$ cat config.mk
export PLATFORM = sky130hd
export DESIGN_NAME = three_type_bracket_checker_top
export DESIGN_NICKNAME = d
export VERILOG_FILES = /design/src/hw/rtl/ttbc_pkg.sv /design/src/hw/rtl/ttbc_stack_ram.sv /design/src/hw/rtl/ttbc_ctrl.sv /design/src/hw/rtl/three_type_bracket_checker_top.sv
export SDC_FILE = /design/constraint.sdc
export NUM_CORES = 1
export LEC_CHECK = 0
export ABC_CLOCK_PERIOD_IN_PS = 7800
export BUFFER_PORTS_ARGS = -buffer_cell sky130_fd_sc_hd__buf_4
export CORE_UTILIZATION = 35
export CTS_CLUSTER_SIZE = 12
export DETAILED_ROUTE_END_ITERATION = 12
export SLEW_MARGIN = 0
export SYNTH_ARGS = -nofsm -noshare
export SYNTH_HDL_FRONTEND = slang
export SYNTH_SLANG_ARGS = --single-unit
$ cat constraint.sdc
create_clock -name clock -period 7.8 [get_ports clock]
set_input_delay 1.17 -clock clock [delete_from_list [all_inputs] [get_ports clock]]
set_output_delay 1.17 -clock clock [all_outputs]
set_load 0.02 [all_outputs]
$ cat src/hw/rtl/ttbc_pkg.sv
package ttbc_pkg;

   // Nesting capacity of the kind stack
   localparam int STACK_DEPTH = 64;
   localparam int ADDR_W      = $clog2(STACK_DEPTH);
   localparam int DEPTH_W     = $clog2(STACK_DEPTH + 1);
   localparam int KIND_W      = 2;

   // Character codes
   localparam logic [7:0] CHAR_CURLY_OPEN   = 8'h7B;  // {
   localparam logic [7:0] CHAR_ROUND_OPEN   = 8'h28;  // (
   localparam logic [7:0] CHAR_SQUARE_OPEN  = 8'h5B;  // [
   localparam logic [7:0] CHAR_CURLY_CLOSE  = 8'h7D;  // }
   localparam logic [7:0] CHAR_ROUND_CLOSE  = 8'h29;  // )
   localparam logic [7:0] CHAR_SQUARE_CLOSE = 8'h5D;  // ]

   typedef enum logic [KIND_W-1:0] {
      KIND_NONE   = 2'd0,
      KIND_CURLY  = 2'd1,
      KIND_ROUND  = 2'd2,
      KIND_SQUARE = 2'd3
   } kind_type;

   // Result of one string, overflow above balanced
   typedef struct packed {
      logic overflow;
      logic balanced;
   } result_type;

   function automatic kind_type opener_kind(input logic [7:0] c);
      kind_type k;
      unique case (c)
         CHAR_CURLY_OPEN:  k = KIND_CURLY;
         CHAR_ROUND_OPEN:  k = KIND_ROUND;
         CHAR_SQUARE_OPEN: k = KIND_SQUARE;
         default:          k = KIND_NONE;
      endcase
      return k;
   endfunction

   function automatic kind_type closer_kind(input logic [7:0] c);
      kind_type k;
      unique case (c)
         CHAR_CURLY_CLOSE:  k = KIND_CURLY;
         CHAR_ROUND_CLOSE:  k = KIND_ROUND;
         CHAR_SQUARE_CLOSE: k = KIND_SQUARE;
         default:           k = KIND_NONE;
      endcase
      return k;
   endfunction

endpackage

$ cat src/hw/rtl/ttbc_stack_ram.sv
module ttbc_stack_ram #(
   parameter int DEPTH  = 64,
   parameter int DATA_W = 2,
   parameter int ADDR_W = $clog2(DEPTH)
) (
   input  logic              clock,
   input  logic              wr_en,
   input  logic [ADDR_W-1:0] wr_addr,
   input  logic [DATA_W-1:0] wr_data,
   input  logic [ADDR_W-1:0] rd_addr,
   output logic [DATA_W-1:0] rd_data
);

   logic [DATA_W-1:0] mem [DEPTH];

   // One write port, one registered read port (old data on collision)
   always_ff @(posedge clock) begin
      if (wr_en) begin
         mem[wr_addr] <= wr_data;
      end
      rd_data <= mem[rd_addr];
   end

endmodule

$ cat src/hw/rtl/ttbc_ctrl.sv
module ttbc_ctrl
   import ttbc_pkg::*;
(
   input  logic               clock,
   input  logic               reset,
   input  logic               item_accept,
   input  logic [7:0]         char_code,
   input  logic               last,
   output logic               result_valid,
   output result_type         result,
   output logic               ram_wr_en,
   output logic [ADDR_W-1:0]  ram_wr_addr,
   output logic [KIND_W-1:0]  ram_wr_data,
   output logic [ADDR_W-1:0]  ram_rd_addr,
   input  logic [KIND_W-1:0]  ram_rd_data
);

   // Top of stack lives here; entries below it live in the RAM
   logic [DEPTH_W-1:0] depth_ff, depth_in;
   logic               mis_ff, mis_in;
   logic               ovf_ff, ovf_in;
   kind_type           tos_ff, tos_in;
   logic               byp_ff, byp_in;
   kind_type           byp_data_ff, byp_data_in;

   kind_type           open_k;
   kind_type           close_k;
   kind_type           below;
   logic [DEPTH_W-1:0] upd_depth;
   logic               upd_mis;
   logic               upd_ovf;

   assign open_k  = opener_kind(char_code);
   assign close_k = closer_kind(char_code);

   // Second entry from the top: forwarded when last cycle wrote it
   assign below = byp_ff ? byp_data_ff : kind_type'(ram_rd_data);

   // Push / pop decision for one character
   always_comb begin
      upd_depth   = depth_ff;
      upd_mis     = mis_ff;
      upd_ovf     = ovf_ff;
      tos_in      = tos_ff;
      ram_wr_en   = 1'b0;
      ram_wr_addr = ADDR_W'(depth_ff - DEPTH_W'(1));
      ram_wr_data = tos_ff;
      if (item_accept && !mis_ff && !ovf_ff) begin
         if (open_k != KIND_NONE) begin
            if (depth_ff == DEPTH_W'(STACK_DEPTH)) begin
               upd_ovf = 1'b1;
            end else begin
               tos_in    = open_k;
               upd_depth = depth_ff + DEPTH_W'(1);
               ram_wr_en = (depth_ff != '0);
            end
         end else if (close_k != KIND_NONE) begin
            if (depth_ff == '0 || tos_ff != close_k) begin
               upd_mis = 1'b1;
            end else begin
               tos_in    = below;
               upd_depth = depth_ff - DEPTH_W'(1);
            end
         end
      end
   end

   // Result on the final character, then clear for the next string
   always_comb begin
      result_valid    = item_accept && last;
      result.balanced = !upd_mis && !upd_ovf && (upd_depth == '0);
      result.overflow = upd_ovf;
      if (result_valid) begin
         depth_in = '0;
         mis_in   = 1'b0;
         ovf_in   = 1'b0;
      end else begin
         depth_in = upd_depth;
         mis_in   = upd_mis;
         ovf_in   = upd_ovf;
      end
   end

   // Prefetch the entry that becomes top after a pop next cycle
   always_comb begin
      ram_rd_addr = ADDR_W'(depth_in - DEPTH_W'(2));
      byp_in      = ram_wr_en && (ram_wr_addr == ram_rd_addr);
      byp_data_in = kind_type'(ram_wr_data);
   end

   always_ff @(posedge clock) begin
      if (reset) begin
         depth_ff <= '0;
         mis_ff   <= 1'b0;
         ovf_ff   <= 1'b0;
         byp_ff   <= 1'b0;
      end else begin
         depth_ff <= depth_in;
         mis_ff   <= mis_in;
         ovf_ff   <= ovf_in;
         byp_ff   <= byp_in;
      end
   end

   always_ff @(posedge clock) begin
      tos_ff      <= tos_in;
      byp_data_ff <= byp_data_in;
   end

endmodule

$ cat src/hw/rtl/three_type_bracket_checker_top.sv
// Bracket checker for curly, round and square brackets. Feed one character
// per transaction on req_ with req_tlast on the final character; one result
// transaction comes out per string, registered, in the cycle after its final
// character is taken. A character is taken every cycle: the top of the
// 64-entry kind stack sits in a register and the entries below it in a small
// RAM whose next-below entry is prefetched each cycle, with forwarding when a
// push just wrote it. A result held in the output register while rsp_tready
// is low holds req_tready low until that result is taken. Nesting deeper than
// 64 sets overflow and fails the string. No clearing pass runs after reset.
module three_type_bracket_checker_top
   import ttbc_pkg::*;
(
   input  logic       clock,
   input  logic       reset,
   input  logic       req_tvalid,
   output logic       req_tready,
   input  logic [7:0] req_tdata,   // [7:0] char_code
   input  logic       req_tlast,   // last
   output logic       rsp_tvalid,
   input  logic       rsp_tready,
   output logic [7:0] rsp_tdata    // [0] balanced, [1] overflow, [7:2] zero
);

   logic              accept;
   logic              result_valid;
   result_type        result;
   logic              ram_wr_en;
   logic [ADDR_W-1:0] ram_wr_addr;
   logic [KIND_W-1:0] ram_wr_data;
   logic [ADDR_W-1:0] ram_rd_addr;
   logic [KIND_W-1:0] ram_rd_data;

   logic              rsp_valid_ff, rsp_valid_in;
   result_type        rsp_data_ff, rsp_data_in;

   assign req_tready = !rsp_valid_ff || rsp_tready;
   assign accept     = req_tvalid && req_tready;

   ttbc_ctrl u_ctrl (
      .clock        (clock),
      .reset        (reset),
      .item_accept  (accept),
      .char_code    (req_tdata),
      .last         (req_tlast),
      .result_valid (result_valid),
      .result       (result),
      .ram_wr_en    (ram_wr_en),
      .ram_wr_addr  (ram_wr_addr),
      .ram_wr_data  (ram_wr_data),
      .ram_rd_addr  (ram_rd_addr),
      .ram_rd_data  (ram_rd_data)
   );

   ttbc_stack_ram #(
      .DEPTH  (STACK_DEPTH),
      .DATA_W (KIND_W),
      .ADDR_W (ADDR_W)
   ) u_stack_ram (
      .clock   (clock),
      .wr_en   (ram_wr_en),
      .wr_addr (ram_wr_addr),
      .wr_data (ram_wr_data),
      .rd_addr (ram_rd_addr),
      .rd_data (ram_rd_data)
   );

   // Output register
   always_comb begin
      rsp_valid_in = rsp_valid_ff;
      rsp_data_in  = rsp_data_ff;
      if (result_valid) begin
         rsp_valid_in = 1'b1;
         rsp_data_in  = result;
      end else if (rsp_tready) begin
         rsp_valid_in = 1'b0;
      end
   end

   always_ff @(posedge clock) begin
      if (reset) begin
         rsp_valid_ff <= 1'b0;
      end else begin
         rsp_valid_ff <= rsp_valid_in;
      end
   end

   always_ff @(posedge clock) begin
      rsp_data_ff <= rsp_data_in;
   end

   assign rsp_tvalid = rsp_valid_ff;
   assign rsp_tdata  = {6'b0, rsp_data_ff.overflow, rsp_data_ff.balanced};

endmodule
**Word level (Yosys, flattened, before mapping)**

Memories as Yosys holds them, arrays and structs flattened. A register that Yosys moved wholly into a read port is not among the register bits.
Index checks and enable logic that the tools add are counted.

- Input port bits: 13
- Memory bits (writable): 128
- ROM bits: 0
- Bits in latches: 0
- Memories kept: 1
- Word-level logic and storage cells: 74
- Bits in registers: 17

- Divide/modulo/power cells: 0
- Bitwise operators: 0
- Reduce and logical (&&, ||, !) cells: 23
- $lt $le $gt $ge: 0
- Eq/ne operators: 11
- Shifts and indexed selects: 0
- Mux-type cells: 27
- Add/sub/neg operators: 3
- $mul: 0

Memory list:

| memory | depth | bits a word | rd ports | clocked after memory_dff | wr ports | line | RTL |
|---|---|---|---|---|---|---|---|
| u_stack_ram.mem | 64 | 2 | 1 | 1 | 1 | ttbc_stack_ram.sv:14 | `logic [DATA_W-1:0] mem [DEPTH];` |

Operators with widths:

| operator | number |
|---|---|
| 7-bit two-way mux | 6 |
| 8-bit by 7-bit == test with 1-bit output (second input constant) | 4 |
| 8-bit by 6-bit == test with 1-bit output (second input constant) | 2 |
| 7-bit zero test | 2 |
| 1-bit two-way mux | 14 |
| 2-bit one-hot mux with 3 select lines | 2 |
| 2-bit two-way mux | 5 |
| 2-bit nonzero test | 4 |
| 7-bit by 1-bit adder with 7-bit output (second input constant) | 1 |
| 7-bit == test (second input constant) | 1 |
| 1-bit logical AND | 7 |
| 7-bit nonzero test | 1 |
| 7-bit by 1-bit subtractor with 7-bit output (second input constant) | 1 |
| 6-bit == test | 1 |
| 6-bit by 2-bit subtractor with 6-bit output (second input constant) | 1 |
| 1-bit zero test | 5 |
| 4-bit AND reduction | 1 |
| 1-bit logical OR | 2 |
| 2-bit by 1-bit inequality test with 1-bit output (second input constant) | 1 |
| 2-bit inequality test | 1 |
| 2-bit inequality test (second input constant) | 1 |
| 2-bit OR reduction | 1 |

**Longest topological paths before layout**

- Depth in word-level cells: 12
- Depth in mapped cells: 20

**By module**

Synthesis repeated with hierarchy kept, for this count alone.

- Cells, all modules: 528
- Area, all modules: 7003.0 um2

By module, submodules not included:

| module | sequential area each (um2) | area an instance (um2) | cells an instance | instances |
|---|---|---|---|---|
| ttbc_stack_ram | 3883.7 | 5397.7 | 324 | 1 |
| ttbc_ctrl | 300.3 | 1441.4 | 190 | 1 |
| three_type_bracket_checker_top | 80.1 | 163.9 | 14 | 1 |

**Worst setup path before layout**

OpenSTA, ideal clock, no wires.

- Path type: input to register
- Start point: input req_tdata[6]
- End point: register u_stack_ram.rd_data[1] (read register of u_stack_ram.mem)
- Setup time: 0.125 ns
- Setup slack: 2.976 ns
- Cell stages on the path: 18
- Arrival: 4.699 ns
- Buffers on the path: 5
- Cell sequence: or4b_4 -> or3_1 -> o311a_1 -> buf_6 -> nor3_2 -> o31a_1 -> buf_4 -> inv_2 -> buf_2 -> ha_1 -> clkbuf_1 -> inv_1 -> buf_1 -> a2111o_1 -> o2111ai_1 -> o32ai_1 -> a32oi_1 -> nand3_1

- Longest elaborated chain between the ends: 10
- Elaborated cells between the ends (all ways): 18
- Classes of those cells: add/sub (1); eq/ne (7); mux (7); reduce/logical (3)

RTL lines:

| what | line | RTL |
|---|---|---|
| start: declaration | three_type_bracket_checker_top.sv:17 | `input logic [7:0] req_tdata,` |
| 8-bit by 7-bit == test with 1-bit output or 8-bit by 6-bit == test with 1-bit output (tied branches) | ttbc_pkg.sv:43 | `unique case (c)` |
| 2-bit one-hot mux with 3 select lines | ttbc_pkg.sv:43 |  |
| 2-bit inequality test | ttbc_ctrl.sv:58 | `if (depth_ff == '0 \|\| tos_ff != close_k) begin` |
| 1-bit logical OR | ttbc_ctrl.sv:58 |  |
| 7-bit two-way mux | ttbc_ctrl.sv:58 |  |
| 7-bit two-way mux | ttbc_ctrl.sv:57 | `end else if (close_k != KIND_NONE) begin` |
| 7-bit two-way mux * | ttbc_ctrl.sv:49 | `if (open_k != KIND_NONE) begin` |
| 7-bit two-way mux * | ttbc_ctrl.sv:48 | `if (item_accept && !mis_ff && !ovf_ff) begin` |
| 7-bit two-way mux * | ttbc_ctrl.sv:73 | `if (result_valid) begin` |
| 6-bit by 2-bit subtractor with 6-bit output * | ttbc_ctrl.sv:86 | `ram_rd_addr = ADDR_W'(depth_in - DEPTH_W'(2));` |
| end: declaration | ttbc_stack_ram.sv:11 | `output logic [DATA_W-1:0] rd_data` |

Mark *: on every way between the ends. The rest lies on a longest branch, timed or not.
A chain may end at the register's enable or synchronous reset.

**Worst setup path after layout**

- Start point: register u_ctrl.depth_ff[0]
- End point: register u_stack_ram.rd_data[1] (read register of u_stack_ram.mem)

- Longest elaborated chain between the ends: 8
- Elaborated cells between the ends (all ways): 12
- Classes of those cells: add/sub (3); eq/ne (1); mux (6); reduce/logical (2)

RTL lines:

| what | line | RTL |
|---|---|---|
| start: declaration | ttbc_ctrl.sv:19 | `logic [DEPTH_W-1:0] depth_ff, depth_in;` |
| start signal: assignment | ttbc_ctrl.sv:98 | `depth_ff <= depth_in;` |
| branches (longest 5 deep; another with 7-bit by 1-bit subtractor with 7-bit output) | -- |  |
| 7-bit two-way mux * | ttbc_ctrl.sv:48 |  |
| 7-bit two-way mux * | ttbc_ctrl.sv:73 |  |
| 6-bit by 2-bit subtractor with 6-bit output * | ttbc_ctrl.sv:86 |  |

Mark *: on every way between the ends.

==> summary.md <==
| Metric | Value |
|---|---|
| CTS tree | `yes` |
| Via-per-instance ratio | `5.60` |
| Outcome | `completed` |
| R2R cell count | `15` |
| Initial antenna violation count | `0` |
| Worst skew pair latency | `0.43 ns` |
| Number of enable flip-flop cells after synthesis | `132` |
| Worst-margin pin slew | `1.13 ns` |
| Max cap viols | `0` |
| PwrDens | `210 mW/mm^2` |
| Die width | `145 um` |
| WP depth | `15` |
| CP startpoint | `u_ctrl.depth_ff[0]$_SDFF_PP0_` |
| Final min period | `5.39 ns` |
| Synth Instances | `605` |
| Remaining antenna violation count | `0` |
| Pins Over Slew Limit | `0` |
| PostCTS Resize Cnt | `0` |
| Dpl hpwl | `11600 um` |
| CP Launch Type | `flip-flop` |
| GRT overflow | `0` |
| Setup_tns | `0 ns` |
| Post-synth top flop | `edfxtp_1` |
| Critical path cell sequence | `inv_1 > ha_1 > nor3b_2 > nand2_1 > o211ai_1 > nor3_2 > o31a_2 > inv_2 > ha_1 > nor3_1 > o211ai_1 > o2111ai_1 > o32ai_1 > a32oi_1 > nand3_1` |
| Final setup vio count | `0` |
| Crit-path slowest cell | `nor3_1` |
| Number of global-route vias before repair | `4996` |
| DR DRC count | `0` |
| Critical path type | `reg -> reg` |
| Clock Tree Root | `clkbuf_16` |
| Die area | `0.0209 mm^2` |
| Row count | `51` |
| Total global routing track utilization | `18.5%` |
| Post-synthesis sequential area ratio | `59.8%` |
| CTS max path bufs | `2` |
| Final WL | `18100 um` |
| CTS H-tree depth | `4` |
| First-pass GRT wire length | `28200 um` |
| Clock Sink Count | `147` |
| I/O pin total | `23` |
| Netlist cell types | `75` |
| Worst-path fanout max | `23` |
| RR Endpoint | `u_stack_ram.rd_data[1]$_DFF_P_` |
| Number of clock buffers inserted by TritonCTS | `17` |
| Worst EP arrival | `5.70 ns` |
| NumNets Final | `628` |
| CP Buf/Inv Count | `2` |
| Commonest non-fill, non-tap cell in the layout | `edfxtp_1` |
| Die Ht | `145 um` |
| Gpl congestion | `0.825` |
| Most frequent cells in the layout | `132 x edfxtp_1, 80 x nor2_1, 59 x nand2_1` |
| Setup crit end | `u_stack_ram.rd_data[1]$_DFF_P_` |
| Largest net degree at the start of global routing | `72` |
| Top cell family by delay on the critical path | `compound AO/OA/AOI/OAI gates` |
| Critical Path Max Stage Delay | `0.74 ns` |
| Worst Clk Skew | `0.0105 ns` |
| Worst path required time | `8.11 ns` |
| Worst setup EP type | `flip-flop` |
| Final total power | `1.68 mW` |
| Worst Hold Class | `reg -> reg` |
| IO buf count | `16` |
| Final Hold Fails | `0` |
| Period utilisation layout | `69.1%` |
| Hold buffers post-CTS | `0` |
| Slew headroom | `24.8%` |
| Routed via count | `4978` |
| # fillers | `1882` |
| Reg2reg setup slack | `2.41 ns` |
| Leakage power | `2.66 nW` |
| Mapped Area | `0.00713 mm^2` |
| Ys async rst share | `0%` |
| Number of setup buffers added after CTS | `0` |
| Layout area overhead | `11.9%` |
| Clock transition at the registers of the reported paths | `0.06 ns` |
| Share of cells above drive strength 1 | `11.9%` |
| DR pass1 iterations | `4` |
| Fmax | `0.185 GHz` |
| Core area | `0.0197 mm^2` |
| Worst R2R Start | `u_ctrl.depth_ff[0]$_SDFF_PP0_` |
| Drt wl/cell | `20.4 um` |
| Initial Util | `36.1%` |
| RSZ-0062 raised after global routing | `no` |
| Synthesized flop and latch total | `147` |
| Antenna cells | `0` |
| Yosys warns | `0` |
| Peak VDD IR | `170 uV` |
| DRT iter0 DRCs | `509` |
| Avg Cell Area, Syn | `11.8 um^2` |
-- through the flow --
stage	setup WS, ns	hold slack (ns)	utilization, %	std cells	cell area, um^2
after detailed placement	2.07	0.551	37.6	858	7410
after global placement	2.13	0.544	37.6	858	7410
after CTS	2.51	0.566	40.4	889	7970
after floorplan	2.98	0.492	-	610	7150
after global routing	2.02	0.608	40.4	889	7970
final	2.41	0.564	40.4	889	7970
-- how the worst min path moves through the flow --
stage | start | end | cells after the start | slack [ns]
finish | u_ctrl.ovf_ff$_SDFF_PP0_ | rsp_tdata[1]$_DFFE_PP_ | 2 | 0.56
global route | u_ctrl.ovf_ff$_SDFF_PP0_ | rsp_tdata[1]$_DFFE_PP_ | 2 | 0.61
CTS | u_ctrl.ovf_ff$_SDFF_PP0_ | rsp_tdata[1]$_DFFE_PP_ | 2 | 0.57
detailed placement | u_ctrl.ovf_ff$_SDFF_PP0_ | rsp_tdata[1]$_DFFE_PP_ | 2 | 0.55
global placement | u_ctrl.ovf_ff$_SDFF_PP0_ | rsp_tdata[1]$_DFFE_PP_ | 2 | 0.54
floorplan | u_ctrl.ovf_ff$_SDFF_PP0_ | rsp_tdata[1]$_DFFE_PP_ | 2 | 0.49
-- power by group --
part | switching [mW] | total [mW] | internal (mW) | leakage [nW]
clock | 0.324 | 0.793 | 0.469 | 0.261
combinational | 0.0241 | 0.0359 | 0.0117 | 1.09
sequential | 0.000437 | 0.847 | 0.846 | 1.31
-- cell type report --
| cell class | count | area, um^2 | share of cell area [%] |
|---|---|---|---|
| timing repair buffer | 23 | 173 | 2.17 |
| clock buffer | 19 | 433 | 5.43 |
| inverter | 13 | 48.8 | 0.612 |
| clock inverter | 12 | 133 | 1.66 |
| sequential | 147 | 4260 | 53.5 |
| multi-input combinational | 410 | 2590 | 32.5 |
| tap | 265 | 332 | 4.16 |
-- sequential cells by signal, summed over array words and instances (netlist names) --
signal	cells
rsp_tdata	2
rsp_tvalid	1
u_ctrl.byp_data_ff	2
u_ctrl.byp_ff	1
u_ctrl.depth_ff	7
u_ctrl.mis_ff	1
u_ctrl.ovf_ff	1
u_ctrl.ram_wr_data	2
u_stack_ram.mem	128
u_stack_ram.rd_data	2
-- cells in the mapped netlist, types with 5 or more instances --
cell | count | area [um^2]
a211oi_1 | 8 | 60.1
edfxtp_1 | 132 | 3960
inv_1 | 12 | 45.0
dfxtp_1 | 15 | 300
buf_4 | 10 | 75.1
or3_1 | 5 | 31.3
nor3_1 | 16 | 80.1
a221oi_1 | 12 | 105
xnor2_1 | 10 | 87.6
clkbuf_1 | 14 | 52.6
mux2_2 | 6 | 67.6
a21oi_1 | 37 | 185
and2_1 | 7 | 43.8
nand3_1 | 16 | 80.1
buf_6 | 6 | 67.6
a211o_1 | 5 | 43.8
nor2_1 | 80 | 300
a31oi_1 | 5 | 31.3
o21ai_0 | 12 | 60.1
mux2i_1 | 22 | 220
buf_2 | 9 | 45.0
a22oi_1 | 10 | 75.1
nand2_1 | 59 | 221
-- metal layers --
metal	vias to the layer above	wire length [um]	track usage (%)
met5	-	0	0
met4	0	408	7.09
met3	38	922	3.52
met2	166	8260	28.5
met1	2465	8510	25.6
li1	2309	-	-
-- kinds of logic after synthesis --
group / synth area share, %
simple gates: 14.5
flops: 59.8
compound gates: 14.4
fa+ha+maj: 0.527
buf+inv: 4.11
mux: 4.67
other cells: 0.0526
xor+xnor: 1.83
-- worst reg2reg max path: stages, from the launching register on --
cell and delay (ns):
dfxtp_1 0.48, inv_1 0.17, ha_1 0.25, nor3b_2 0.38, nand2_1 0.17, o211ai_1 0.72
nor3_2 0.17, o31a_2 0.41, inv_2 0.37, ha_1 0.54, nor3_1 0.74, o211ai_1 0.27
o2111ai_1 0.15, o32ai_1 0.12, a32oi_1 0.23, nand3_1 0.09
No activity file was read; power rests on OpenSTA's default activity.
